==> src/sv/ect_pkg.sv <==
`default_nettype none

package ect_pkg;

   // Position counter width and saturation point
   localparam int unsigned MAX_LEN   = 1024;
   localparam int unsigned POS_W     = 10;
   localparam logic [POS_W-1:0] POS_LIMIT =
      (MAX_LEN - 1 > 1023) ? POS_W'(1023) : POS_W'(MAX_LEN - 1);

   // Result queue depth
   localparam int unsigned QDEPTH = 4;
   localparam int unsigned QPTR_W = 2;
   localparam int unsigned QCNT_W = 3;

   // Token kinds
   localparam logic [2:0] KIND_END      = 3'd0;
   localparam logic [2:0] KIND_SINGLE   = 3'd1;
   localparam logic [2:0] KIND_COMPOUND = 3'd2;
   localparam logic [2:0] KIND_NUMBER   = 3'd3;
   localparam logic [2:0] KIND_NAME     = 3'd4;
   localparam logic [2:0] KIND_BADNUM   = 3'd5;

   // Characters of interest
   localparam logic [7:0] CH_LT     = 8'h3C;
   localparam logic [7:0] CH_GT     = 8'h3E;
   localparam logic [7:0] CH_EQ     = 8'h3D;
   localparam logic [7:0] CH_DOT    = 8'h2E;
   localparam logic [7:0] CH_E_UP   = 8'h45;
   localparam logic [7:0] CH_E_LO   = 8'h65;
   localparam logic [7:0] CH_CARET  = 8'h5E;
   localparam logic [7:0] CH_COLON  = 8'h3A;
   localparam logic [7:0] CH_LBRK   = 8'h5B;
   localparam logic [7:0] CH_RBRK   = 8'h5D;
   localparam logic [7:0] CH_SPACE  = 8'h20;
   localparam logic [7:0] CH_PLUS   = 8'h2B;
   localparam logic [7:0] CH_MINUS  = 8'h2D;
   localparam logic [7:0] CH_STAR   = 8'h2A;
   localparam logic [7:0] CH_SLASH  = 8'h2F;
   localparam logic [7:0] CH_LPAR   = 8'h28;
   localparam logic [7:0] CH_RPAR   = 8'h29;
   localparam logic [7:0] CH_COMMA  = 8'h2C;
   localparam logic [7:0] CH_ZERO   = 8'h30;
   localparam logic [7:0] CH_NINE   = 8'h39;

   // Number phases
   localparam logic [1:0] PH_MANT  = 2'd0;
   localparam logic [1:0] PH_FRAC  = 2'd1;
   localparam logic [1:0] PH_EMARK = 2'd2;
   localparam logic [1:0] PH_EXP   = 2'd3;

   typedef enum logic [2:0] {
      MODE_IDLE   = 3'd0,
      MODE_ANGLE  = 3'd1,
      MODE_NUMBER = 3'd2,
      MODE_NAME   = 3'd3,
      MODE_DEAD   = 3'd4
   } mode_type;

   typedef struct packed {
      logic [2:0]       kind;
      logic [POS_W-1:0] start;
      logic [POS_W-1:0] length;
      logic [7:0]       first_char;
      logic [7:0]       second_char;
      logic             last;
   } token_type;

   function automatic logic is_digit(input logic [7:0] c);
      return (c >= CH_ZERO) && (c <= CH_NINE);
   endfunction

   function automatic logic is_single(input logic [7:0] c);
      return (c == CH_PLUS) || (c == CH_MINUS) || (c == CH_STAR) ||
             (c == CH_SLASH) || (c == CH_LPAR) || (c == CH_RPAR) ||
             (c == CH_LBRK) || (c == CH_RBRK) || (c == CH_CARET) ||
             (c == CH_COLON) || (c == CH_EQ) || (c == CH_COMMA);
   endfunction

   function automatic token_type make_token(input logic [2:0] kind,
                                            input logic [POS_W-1:0] start,
                                            input logic [POS_W-1:0] length,
                                            input logic [7:0] c1,
                                            input logic [7:0] c2,
                                            input logic last);
      token_type t;
      t.kind        = kind;
      t.start       = start;
      t.length      = length;
      t.first_char  = c1;
      t.second_char = c2;
      t.last        = last;
      return t;
   endfunction

endpackage

`default_nettype wire

==> src/sv/expression_char_tokenizer.sv <==
`default_nettype none

// Character tokenizer for arithmetic expressions. One character (or an
// end-of-text beat) is taken per clock while req_stall is low; its tokens are
// worked out in the same cycle from the scanner state and land in a four-entry
// result queue, so the first result is offered in the cycle after acceptance.
// A character yields zero, one or two tokens; the queue drains one token per
// cycle while rsp_stall is low, and req_stall rises whenever fewer than two
// queue slots are free, so the input rate is one character per cycle as long
// as the output keeps up with the tokens produced. Positions saturate at 1023;
// after an invalid number everything up to end of text is ignored.
module expression_char_tokenizer (
   input  wire logic                      clock,
   input  wire logic                      reset,
   input  wire logic                      req_valid,
   output logic                           req_stall,
   input  wire logic [7:0]                req_ch,
   input  wire logic                      req_is_end,
   output logic                           rsp_valid,
   input  wire logic                      rsp_stall,
   output logic [2:0]                     rsp_kind,
   output logic [ect_pkg::POS_W-1:0]      rsp_start_res,
   output logic [ect_pkg::POS_W-1:0]      rsp_length,
   output logic [7:0]                     rsp_first_char,
   output logic [7:0]                     rsp_second_char,
   output logic                           rsp_last
);

   // Scanner state
   logic [ect_pkg::POS_W-1:0] pos_ff, pos_in;
   ect_pkg::mode_type         mode_ff, mode_in;
   logic [1:0]                phase_ff, phase_in;
   logic [2:0]                seen_ff, seen_in;
   logic [ect_pkg::POS_W-1:0] start_ff, start_in;
   logic [7:0]                angle_ff, angle_in;

   // Result queue
   ect_pkg::token_type        q_mem [ect_pkg::QDEPTH];
   logic [ect_pkg::QPTR_W-1:0] wr_ff, rd_ff;
   logic [ect_pkg::QCNT_W-1:0] cnt_ff;

   logic                      accept;
   logic                      pop;
   logic [1:0]                n_tok;
   ect_pkg::token_type        tok0, tok1;

   // Start-of-token decode, used when a character opens a new token
   ect_pkg::mode_type         st_mode;
   logic                      st_emit;
   logic                      st_set_start;
   logic                      st_set_angle;
   logic [1:0]                st_phase;
   logic [2:0]                st_seen;
   ect_pkg::token_type        st_tok;

   // Number step
   logic [1:0]                ns_result;   // 0 taken, 1 ends, 2 bad
   logic [1:0]                ns_phase;
   logic [2:0]                ns_seen;
   logic                      num_ok;

   logic [ect_pkg::POS_W-1:0] len;
   logic                      c_is_e;

   assign accept = req_valid && !req_stall;
   assign pop    = rsp_valid && !rsp_stall;
   assign len    = pos_ff - start_ff;
   assign c_is_e = (req_ch == ect_pkg::CH_E_UP) || (req_ch == ect_pkg::CH_E_LO);

   // Decode what a character does when it opens a token
   always_comb begin
      st_mode      = ect_pkg::MODE_IDLE;
      st_emit      = 1'b0;
      st_set_start = 1'b0;
      st_set_angle = 1'b0;
      st_phase     = phase_ff;
      st_seen      = seen_ff;
      st_tok       = ect_pkg::make_token(ect_pkg::KIND_SINGLE, pos_ff,
                        ect_pkg::POS_W'(1), req_ch, 8'h00, 1'b0);
      priority if (req_ch == ect_pkg::CH_SPACE) begin
         st_mode = ect_pkg::MODE_IDLE;
      end else if (req_ch == ect_pkg::CH_LT || req_ch == ect_pkg::CH_GT) begin
         st_mode      = ect_pkg::MODE_ANGLE;
         st_set_start = 1'b1;
         st_set_angle = 1'b1;
      end else if (ect_pkg::is_single(req_ch)) begin
         st_emit = 1'b1;
      end else if (req_ch == ect_pkg::CH_DOT) begin
         st_mode      = ect_pkg::MODE_NUMBER;
         st_set_start = 1'b1;
         st_phase     = ect_pkg::PH_FRAC;
         st_seen      = 3'b000;
      end else if (ect_pkg::is_digit(req_ch)) begin
         st_mode      = ect_pkg::MODE_NUMBER;
         st_set_start = 1'b1;
         st_phase     = ect_pkg::PH_MANT;
         st_seen      = 3'b001;
      end else begin
         st_mode      = ect_pkg::MODE_NAME;
         st_set_start = 1'b1;
      end
   end

   // Advance the number machine by one character
   always_comb begin
      ns_result = 2'd0;
      ns_phase  = phase_ff;
      ns_seen   = seen_ff;
      unique case (phase_ff)
         ect_pkg::PH_MANT: begin
            priority if (req_ch == ect_pkg::CH_DOT) ns_phase = ect_pkg::PH_FRAC;
            else if (c_is_e) ns_phase = ect_pkg::PH_EMARK;
            else if (ect_pkg::is_digit(req_ch)) ns_seen[0] = 1'b1;
            else ns_result = 2'd1;
         end
         ect_pkg::PH_FRAC: begin
            priority if (req_ch == ect_pkg::CH_DOT) ns_result = 2'd2;
            else if (c_is_e) ns_phase = ect_pkg::PH_EMARK;
            else if (ect_pkg::is_digit(req_ch)) ns_seen[1] = 1'b1;
            else ns_result = 2'd1;
         end
         ect_pkg::PH_EMARK: begin
            priority if (req_ch == ect_pkg::CH_PLUS || req_ch == ect_pkg::CH_MINUS) begin
               ns_phase = ect_pkg::PH_EXP;
            end else if (ect_pkg::is_digit(req_ch)) begin
               ns_seen[2] = 1'b1;
               ns_phase   = ect_pkg::PH_EXP;
            end else begin
               ns_result = 2'd1;
            end
         end
         default: begin
            if (ect_pkg::is_digit(req_ch)) ns_seen[2] = 1'b1;
            else ns_result = 2'd1;
         end
      endcase
   end

   // Validity of the number as it stands before this character
   assign num_ok = (seen_ff[1:0] != 2'b00) && (phase_ff != ect_pkg::PH_EMARK) &&
                   !(phase_ff == ect_pkg::PH_EXP && !seen_ff[2]);

   // Main scanner step: next state and tokens for this beat
   always_comb begin
      mode_in  = mode_ff;
      phase_in = phase_ff;
      seen_in  = seen_ff;
      start_in = start_ff;
      angle_in = angle_ff;
      pos_in   = (pos_ff < ect_pkg::POS_LIMIT) ? pos_ff + ect_pkg::POS_W'(1)
                                                : ect_pkg::POS_LIMIT;
      n_tok    = 2'd0;
      tok0     = ect_pkg::make_token(ect_pkg::KIND_END, pos_ff, '0, 8'h00, 8'h00, 1'b1);
      tok1     = tok0;

      // End-of-text beat: flush any open token, then emit the end token
      if (req_is_end) begin
         unique case (mode_ff)
            ect_pkg::MODE_ANGLE: begin
               tok0  = ect_pkg::make_token(ect_pkg::KIND_SINGLE, start_ff,
                          ect_pkg::POS_W'(1), angle_ff, 8'h00, 1'b0);
               n_tok = 2'd2;
            end
            ect_pkg::MODE_NUMBER: begin
               if (num_ok) tok0 = ect_pkg::make_token(ect_pkg::KIND_NUMBER, start_ff,
                                     len, 8'h00, 8'h00, 1'b0);
               else        tok0 = ect_pkg::make_token(ect_pkg::KIND_BADNUM, pos_ff,
                                     '0, 8'h00, 8'h00, 1'b0);
               n_tok = 2'd2;
            end
            ect_pkg::MODE_NAME: begin
               tok0  = ect_pkg::make_token(ect_pkg::KIND_NAME, start_ff, len,
                          8'h00, 8'h00, 1'b0);
               n_tok = 2'd2;
            end
            default: begin
               n_tok = 2'd1;
            end
         endcase
         tok1     = ect_pkg::make_token(ect_pkg::KIND_END, pos_ff, '0, 8'h00, 8'h00, 1'b1);
         mode_in  = ect_pkg::MODE_IDLE;
         phase_in = ect_pkg::PH_MANT;
         seen_in  = 3'b000;
         start_in = '0;
         angle_in = 8'h00;
         pos_in   = '0;
      end else begin
         unique case (mode_ff)
            ect_pkg::MODE_DEAD: begin
               mode_in = ect_pkg::MODE_DEAD;
            end
            ect_pkg::MODE_ANGLE: begin
               if (req_ch == ect_pkg::CH_EQ ||
                   (angle_ff == ect_pkg::CH_LT && req_ch == ect_pkg::CH_GT)) begin
                  tok0    = ect_pkg::make_token(ect_pkg::KIND_COMPOUND, start_ff,
                               ect_pkg::POS_W'(2), angle_ff, req_ch, 1'b0);
                  n_tok   = 2'd1;
                  mode_in = ect_pkg::MODE_IDLE;
               end else begin
                  tok0  = ect_pkg::make_token(ect_pkg::KIND_SINGLE, start_ff,
                             ect_pkg::POS_W'(1), angle_ff, 8'h00, 1'b0);
                  tok1  = st_tok;
                  n_tok = st_emit ? 2'd2 : 2'd1;
                  mode_in  = st_mode;
                  phase_in = st_phase;
                  seen_in  = st_seen;
                  if (st_set_start) start_in = pos_ff;
                  if (st_set_angle) angle_in = req_ch;
               end
            end
            ect_pkg::MODE_NUMBER: begin
               priority if (ns_result == 2'd0) begin
                  phase_in = ns_phase;
                  seen_in  = ns_seen;
               end else if (ns_result == 2'd2 || !num_ok) begin
                  tok0    = ect_pkg::make_token(ect_pkg::KIND_BADNUM, pos_ff, '0,
                               8'h00, 8'h00, 1'b0);
                  n_tok   = 2'd1;
                  mode_in = ect_pkg::MODE_DEAD;
               end else begin
                  tok0  = ect_pkg::make_token(ect_pkg::KIND_NUMBER, start_ff, len,
                             8'h00, 8'h00, 1'b0);
                  tok1  = st_tok;
                  n_tok = st_emit ? 2'd2 : 2'd1;
                  mode_in  = st_mode;
                  phase_in = st_phase;
                  seen_in  = st_seen;
                  if (st_set_start) start_in = pos_ff;
                  if (st_set_angle) angle_in = req_ch;
               end
            end
            ect_pkg::MODE_NAME: begin
               if (ect_pkg::is_single(req_ch) || req_ch == ect_pkg::CH_LT ||
                   req_ch == ect_pkg::CH_GT || req_ch == ect_pkg::CH_SPACE) begin
                  tok0  = ect_pkg::make_token(ect_pkg::KIND_NAME, start_ff, len,
                             8'h00, 8'h00, 1'b0);
                  tok1  = st_tok;
                  n_tok = st_emit ? 2'd2 : 2'd1;
                  mode_in  = st_mode;
                  phase_in = st_phase;
                  seen_in  = st_seen;
                  if (st_set_start) start_in = pos_ff;
                  if (st_set_angle) angle_in = req_ch;
               end
            end
            default: begin
               tok0     = st_tok;
               n_tok    = st_emit ? 2'd1 : 2'd0;
               mode_in  = st_mode;
               phase_in = st_phase;
               seen_in  = st_seen;
               if (st_set_start) start_in = pos_ff;
               if (st_set_angle) angle_in = req_ch;
            end
         endcase
      end
   end

   // Scanner registers: advance on each accepted beat
   always_ff @(posedge clock) begin
      if (reset) begin
         pos_ff   <= '0;
         mode_ff  <= ect_pkg::MODE_IDLE;
         phase_ff <= ect_pkg::PH_MANT;
         seen_ff  <= 3'b000;
         start_ff <= '0;
         angle_ff <= 8'h00;
      end else if (accept) begin
         pos_ff   <= pos_in;
         mode_ff  <= mode_in;
         phase_ff <= phase_in;
         seen_ff  <= seen_in;
         start_ff <= start_in;
         angle_ff <= angle_in;
      end
   end

   // Queue storage: write up to two tokens per beat
   always_ff @(posedge clock) begin
      if (accept && n_tok != 2'd0) begin
         q_mem[wr_ff] <= tok0;
         if (n_tok == 2'd2) q_mem[wr_ff + ect_pkg::QPTR_W'(1)] <= tok1;
      end
   end

   // Queue pointers and fill count
   always_ff @(posedge clock) begin
      if (reset) begin
         wr_ff  <= '0;
         rd_ff  <= '0;
         cnt_ff <= '0;
      end else begin
         if (accept) wr_ff <= wr_ff + ect_pkg::QPTR_W'(n_tok);
         if (pop)    rd_ff <= rd_ff + ect_pkg::QPTR_W'(1);
         cnt_ff <= cnt_ff + (accept ? ect_pkg::QCNT_W'(n_tok) : '0)
                          - (pop ? ect_pkg::QCNT_W'(1) : '0);
      end
   end

   // Hold input while fewer than two slots are free
   assign req_stall = cnt_ff > ect_pkg::QCNT_W'(ect_pkg::QDEPTH - 2);

   // Drive the result beat from the queue head
   assign rsp_valid       = cnt_ff != '0;
   assign rsp_kind        = q_mem[rd_ff].kind;
   assign rsp_start_res   = q_mem[rd_ff].start;
   assign rsp_length      = q_mem[rd_ff].length;
   assign rsp_first_char  = q_mem[rd_ff].first_char;
   assign rsp_second_char = q_mem[rd_ff].second_char;
   assign rsp_last        = q_mem[rd_ff].last;

endmodule

`default_nettype wire
==> config.mk <==
export PLATFORM = sky130hd
export DESIGN_NAME = expression_char_tokenizer
export DESIGN_NICKNAME = d
export VERILOG_FILES = /design/src/sv/ect_pkg.sv /design/src/sv/expression_char_tokenizer.sv
export SDC_FILE = /design/constraint.sdc
export NUM_CORES = 1
export LEC_CHECK = 0
export BUFFER_PORTS_ARGS = -buffer_cell sky130_fd_sc_hd__clkbuf_2
export CAP_MARGIN = 20
export CORE_MARGIN = 3
export CORE_UTILIZATION = 45
export CTS_CLUSTER_SIZE = 14
export DETAILED_ROUTE_END_ITERATION = 7
export GPL_TIMING_DRIVEN = 0
export PLACE_DENSITY = 0.65
export SLEW_MARGIN = 20
export SYNTH_ARGS = -nofsm -noshare
export SYNTH_HDL_FRONTEND = slang
export SYNTH_SLANG_ARGS = --single-unit
==> constraint.sdc <==
create_clock -name clock -period 4.42 [get_ports clock]
set_input_delay 0.221 -clock clock [delete_from_list [all_inputs] [get_ports clock]]
set_output_delay 0.221 -clock clock [all_outputs]
set_load 0.05 [all_outputs]
==> results of run 1 <==
[where the power goes]
part	switching (mW)	leakage, nW	internal, mW	total (mW)
Sequential	0.0408	1.73	2.07	2.11
Clock	0.791	0.363	1.13	1.93
Combinational	1.16	2.13	0.496	1.66
[registers in the layout, indices dropped and copies added, names as in the netlist, named ones only]
register  count
q_mem       160
cnt_ff        3
rd_ff         2
phase_ff      2
start_ff     10
mode_ff       3
seen_ff       3
angle_ff      8
wr_ff         2
pos_ff       10
[kinds of logic (layout without fill, tap and decap cells)]
kind of cell    count (synthesis)  after routing
simple gates                  225            225
xor+xnor                       13             13
fa+ha+maj                      22             22
flops                         205            205
compound gates                351            351
mux                            44             44
buf+inv                       115            210
[critical path, delay by kind of cell, from the launching register on]
kind | cells | cell delay [ns]
AO/OA/AOI/OAI | 5 | 1.28
buffers and inverters | 3 | 1.54
flip-flops | 1 | 0.32
AND/OR/NAND/NOR | 1 | 0.60
[cell type report]
type / count / area (µm²)
fillers: 2025 / 10900
clock buffers: 24 / 579
flip-flops and latches: 205 / 4940
repair buffers: 53 / 265
plain buffers: 80 / 380
inverters: 35 / 139
clock inverters: 18 / 183
multi-input cells: 655 / 5160
well taps: 313 / 392
[path summary, 6_finish.rpt]
path / startpoint / endpoint / depth (start not counted) / slack (ns)
worst min-delay path: rsp_stall / flip-flop / 4 / 0.11
worst min register to register: q_mem[3][5]$_SDFFE_PP0N_ / q_mem[3][5]$_SDFFE_PP0N_ / 1 / 0.45
worst max register to register: angle_ff[0]$_SDFFE_PP0P_ / q_mem[3][11]$_DFFE_PP_ / 9 / 0.23
worst max-delay path: angle_ff[0]$_SDFFE_PP0P_ / q_mem[3][11]$_DFFE_PP_ / 9 / 0.23
[layout by cell type, fill, tap and decap left out, types with 36 or more instances in the layout]
cell        n
dfxtp_1   121
edfxtp_1   84
o21ai_0    64
nor2_1     57
clkbuf_2   55
clkbuf_1   53
o211ai_1   44
a21oi_1    43
mux4_2     40
a22o_1     40
nand2_1    36
[what timing repair did]
action                     in CTS  in global routing
pin swaps                       0                  0
setup endpoints to repair      84                 75
hold buffers                    0                  0
resized for setup               4                  1
[metal layers]
layer / routed length [µm] / up-vias / track usage, % / share of wire, %
li1: - / 3977 / - / -
met1: 13900 / 4179 / 33.3 / 45
met2: 13800 / 342 / 36.0 / 45
met4: 633 / 0 / 6.53 / 2.1
met5: 0 / - / 0 / 0
met3: 2290 / 47 / 5.41 / 7.5
[stage by stage]
| step | total power [mW] | setup TNS (ns) | instances | setup WS (ns) | hold WS, ns |
|---|---|---|---|---|---|
| final | 5.69 | 0 | 1383 | 0.234 | 0.113 |
| after global placement | 3.78 | -12.35 | 1341 | -0.194 | 0.428 |
| after CTS | 5.71 | 0 | 1383 | 0.136 | 0.104 |
| after floorplan | 3.39 | 0 | 975 | 0.962 | 0.421 |
| after detailed placement | 3.79 | -8.43 | 1341 | -0.184 | 0.438 |
| after global routing | 5.91 | 0 | 1383 | 0.0554 | 0.145 |
==> run metrics, run 1 <==
XOR/XNOR Fraction of Synth Area=1.07%; Final Core Density=52.5%; GP Congestion=0.941; mux share of post-synthesis cell area=8.89%; Cell Area, Synth=10,600 µm²; Slew HR=36.7%; VDD IR-drop max=283 µV; nets=1,087; Horiz. Die Dim=159 µm; worst hold path type=in2reg; Net Count, Synth=1,009; synth top area cells=edfxtp_1 24%, dfxtp_1 23%, mux4_2 8.5%; final WL=30,600 µm; Final HPWL DP=21,600 µm; largest family of logic cells by synthesized area=compound AO/OA/AOI/OAI gates; unrepaired setup endpoints after global routing=no; clock latency on the worst-skew pair=0.51 ns; die area=25,400 µm²; count leader, synth=dfxtp_1; final clock skew=0.0150 ns; Yosys cell types=88; fin. max-slew vios=0; cell count after synthesis=975; area post-placement=11,300 µm²; DR vias/cell=6.18; drt drc=0; DRT antenna net count=0; Worst setup SP type=flip-flop; CP Class=reg2reg; routed vias=8,545; mean post-synth cell area=10.9 µm²; CP arrival=4.26 ns; Layout area overhead=13.6%; Synth top area share=23.8%; CTS max path bufs=3; WP data required=4.49 ns; crit path capture type=flip-flop; fin area=12,000 µm²; worst slew pin tran=0.949 ns; # rows=55; IO Count=55; slowest CP cell=clkinvlp_4; flops & latches, synth=205; CP peak stage delay=0.75 ns; cell taking the most area after synthesis=edfxtp_1; top_reg_cell synth=dfxtp_1; Worst-path clk slew=0.06 ns; port buffer count=53; Peak Freq=0.239 GHz; die height=159 µm; layout cells sized above 1=17.8%; pwr dens=473 nW/µm²; first-pass GRT wire length=47,700 µm; Synth warnings=0; CTS tree=yes; EDFF count, synth=84; root buffer cell=clkbuf_16; Num CTS Buffers=23; status=finished clean; Sink Count=205; Crit path top cell by count=a21o_1; fin crit period=4.19 ns; top post-synthesis cells by count=121 x dfxtp_1, 84 x edfxtp_1, 64 x o21ai_0; Simple-Gate Fraction of Synth Area=11.6%; Final Cycle Share=94.7%; Starting Density=46.2%; async set-or-reset flop fraction in the synthesized netlist=0%; Synth Area in Adders=2.72%; Antenna diodes=0; crit path cell chain=or4b_1 > o31ai_1 > a21o_1 > o311a_1 > a211oi_2 > inv_1 > a21o_1 > clkbuf_1 > clkinvlp_4; Core ar.=22,900 µm²; final setup violating endpoints=0; Pre-antenna DRT Iters=5; register area share after synthesis=46.7%; post-synthesis compound-gate area fraction=24.3%; Routed wire per std cell=22.1 µm; Max-Cap Viols=0; H-tree levels=1; initial antenna violation count=0; leak pwr=4.23 nW; vias in the first global route=8,283; Starting DRT DRC Count=733; number of setup buffers added after CTS=0; global route overflow=0; gr usage total=23.4%; CP Max Fanout=21; largest net degree at the start of global routing=22; Final Hold Viols=0
Note: power is estimated with default switching activity, not from simulation.
==> inputs of run 2 (changes only) <==
--- a/config.mk
+++ b/config.mk
@@ -7,7 +7,7 @@
 export LEC_CHECK = 0
 export BUFFER_PORTS_ARGS = -buffer_cell sky130_fd_sc_hd__clkbuf_2
 export CAP_MARGIN = 20
-export CORE_MARGIN = 3
+export CORE_MARGIN = 1
 export CORE_UTILIZATION = 45
 export CTS_CLUSTER_SIZE = 14
 export DETAILED_ROUTE_END_ITERATION = 7
==> constraint.sdc (replaced) <==
create_clock -name clock -period 4.68 [get_ports clock]
set_input_delay 0.234 -clock clock [delete_from_list [all_inputs] [get_ports clock]]
set_output_delay 0.234 -clock clock [all_outputs]
set_load 0.05 [all_outputs]
==> run 2 against run 1 <==
Critical path depth grew 1. Largest cell class unchanged. Critical endpoint is now q_mem[3][32]$_DFFE_PP_. Final cell count is the same. Register-to-register slack lost 0.02 ns. Largest power group unchanged. Highest routed layer unchanged.
==> run metrics, run 2 (same netlist as run 1, synthesis figures left out) <==
Sink Count=205; Worst-path clk slew=0.06 ns; GP Congestion=0.961; Clock Power Share=32.2%; Final Hold Viols=0; Routed wire per std cell=22.2 µm; unrepaired setup endpoints after global routing=no; DR vias/cell=6.24; combinational share of power=29.8%; drt drc=0; CP Class=reg2reg; die area=24,200 µm²; commonest non-fill, non-tap cells in the layout=121 x dfxtp_1, 84 x edfxtp_1, 64 x o21ai_0; DRT antenna net count=0; leading cell type in the layout, fill and taps excluded=dfxtp_1; Psw=1.85 mW; Core ar.=22,800 µm²; Final HPWL DP=21,700 µm; fin. max-slew vios=0; global route overflow=0; Pre-antenna DRT Iters=5; CP Max Fanout=21; Seq pwr share=38.0%; final WL=30,700 µm; crit path capture type=flip-flop; Biggest register=q_mem; Max-Cap Viols=0; vias in the first global route=8,101; nets=1,088; DP Worst Slack=0.0159 ns; max reg flops=160; status=finished clean; number of setup buffers added after CTS=0; Antenna diodes=0; top flop regs=q_mem x160, pos_ff x10, start_ff x10; H-tree levels=1; fin crit period=4.47 ns; CTS tree=yes; Worst setup SP type=flip-flop; Peak Freq=0.224 GHz; largest net degree at the start of global routing=22; CTS max path bufs=3; layout cells sized above 1=16.8%; Num CTS Buffers=23; final clock skew=0.0160 ns; leak pwr=4.19 nW; final setup TNS=0 ns; Starting DRT DRC Count=946; Sw Share=35.2%; Internal Pwr Total=3.41 mW; worst slew pin tran=0.965 ns; routed vias=8,629; worst hold path type=in2reg; IO Count=55; Horiz. Die Dim=155 µm; first-pass GRT wire length=47,500 µm; CP arrival=4.60 ns; VDD IR-drop max=289 µV; # rows=55; Layout area overhead=13.0%; Starting Density=46.4%; pwr dens=439 nW/µm²; clock latency on the worst-skew pair=0.51 ns; WP data required=4.81 ns; Slew HR=35.6%; gr usage total=25.6%; initial antenna violation count=0; die height=155 µm; hold_buf cts=0; final setup violating endpoints=0; port buffer count=53; root buffer cell=clkbuf_16; final setup margin=0.213 ns; Final Cycle Share=95.5%
run 2: cell count changes in the layout (fill, tap and decap cells not counted), moves of 2 or more:
cell / delta
clkbuf_2: -2
buf_1: +2
clkbuf_1: +6
clkinv_2: -2
bufinv_16: -2
clkinvlp_2: -4
run 2: repair_timing:
| item | CTS | global route |
|---|---|---|
| pin swaps | 0 | 0 |
| endpoints found under the setup margin | 14 | 63 |
| resized for setup | 1 | 3 |
run 2: area by class of cell:
cell class                      count  area, µm²
Clock buffer                       31        616
Timing Repair Buffer               54        277
Inverter                           35        139
Sequential cell                   205       4940
Multi-Input combinational cell    655       5150
Tap cell                          313        392
Buffer                             80        378
Clock inverter                     10       78.8
Fill cell                        2120      10900
run 2: metrics by stage:
stage | utilization (%) | power [mW] | std cells | cell area [µm²] | hold WS [ns]
2_1_floorplan | - | 3.21 | 975 | 10600 | 0.421
3_3_place_gp | 49.3 | 3.57 | 1341 | 11300 | 0.428
3_5_place_dp | 49.3 | 3.59 | 1341 | 11300 | 0.439
4_1_cts | 52.3 | 5.26 | 1382 | 12000 | 0.132
5_1_grt | 52.4 | 5.45 | 1383 | 12000 | 0.175
6_report | 52.4 | 5.26 | 1383 | 12000 | 0.141
run 2: worst paths after layout:
path	startpoint	to	slack, ns	cells past startpoint
worst max-delay path	phase_ff[0]$_SDFFE_PP0P_	q_mem[3][32]$_DFFE_PP_	0.21	10
worst min register to register	q_mem[1][5]$_SDFFE_PP0N_	q_mem[1][5]$_SDFFE_PP0N_	0.45	1
worst min-delay path	rsp_stall	flip-flop	0.14	4
worst max register to register	phase_ff[0]$_SDFFE_PP0P_	q_mem[3][32]$_DFFE_PP_	0.21	10
run 2: metal layers:
layer	vias to the layer above	wire length, µm	track usage, %
met5	-	0	0
met4	0	879	8.82
met3	52	2430	3.54
met2	385	14000	39.2
met1	4217	13400	37.2
li1	3975	-	-
run 2: power by group through the flow:
stage               sequential (mW)  combinational [mW]  clock [mW]
finish                         2.00                1.57        1.69
global route                   2.00                1.66        1.79
CTS                            2.00                1.56        1.71
detailed placement             2.04                1.55           0
global placement               2.03                1.54           0
floorplan                      2.02                1.19           0
run 2: worst max-delay path: stages (launching register included):
cell        delay, ns
dfxtp_1          0.40
inv_1            0.12
ha_1             0.31
nor3_1           0.66
nand2_1          0.27
o311a_1          0.40
a211oi_2         0.48
inv_1            0.26
a21o_1           0.26
clkbuf_1         0.35
clkinvlp_4       0.55
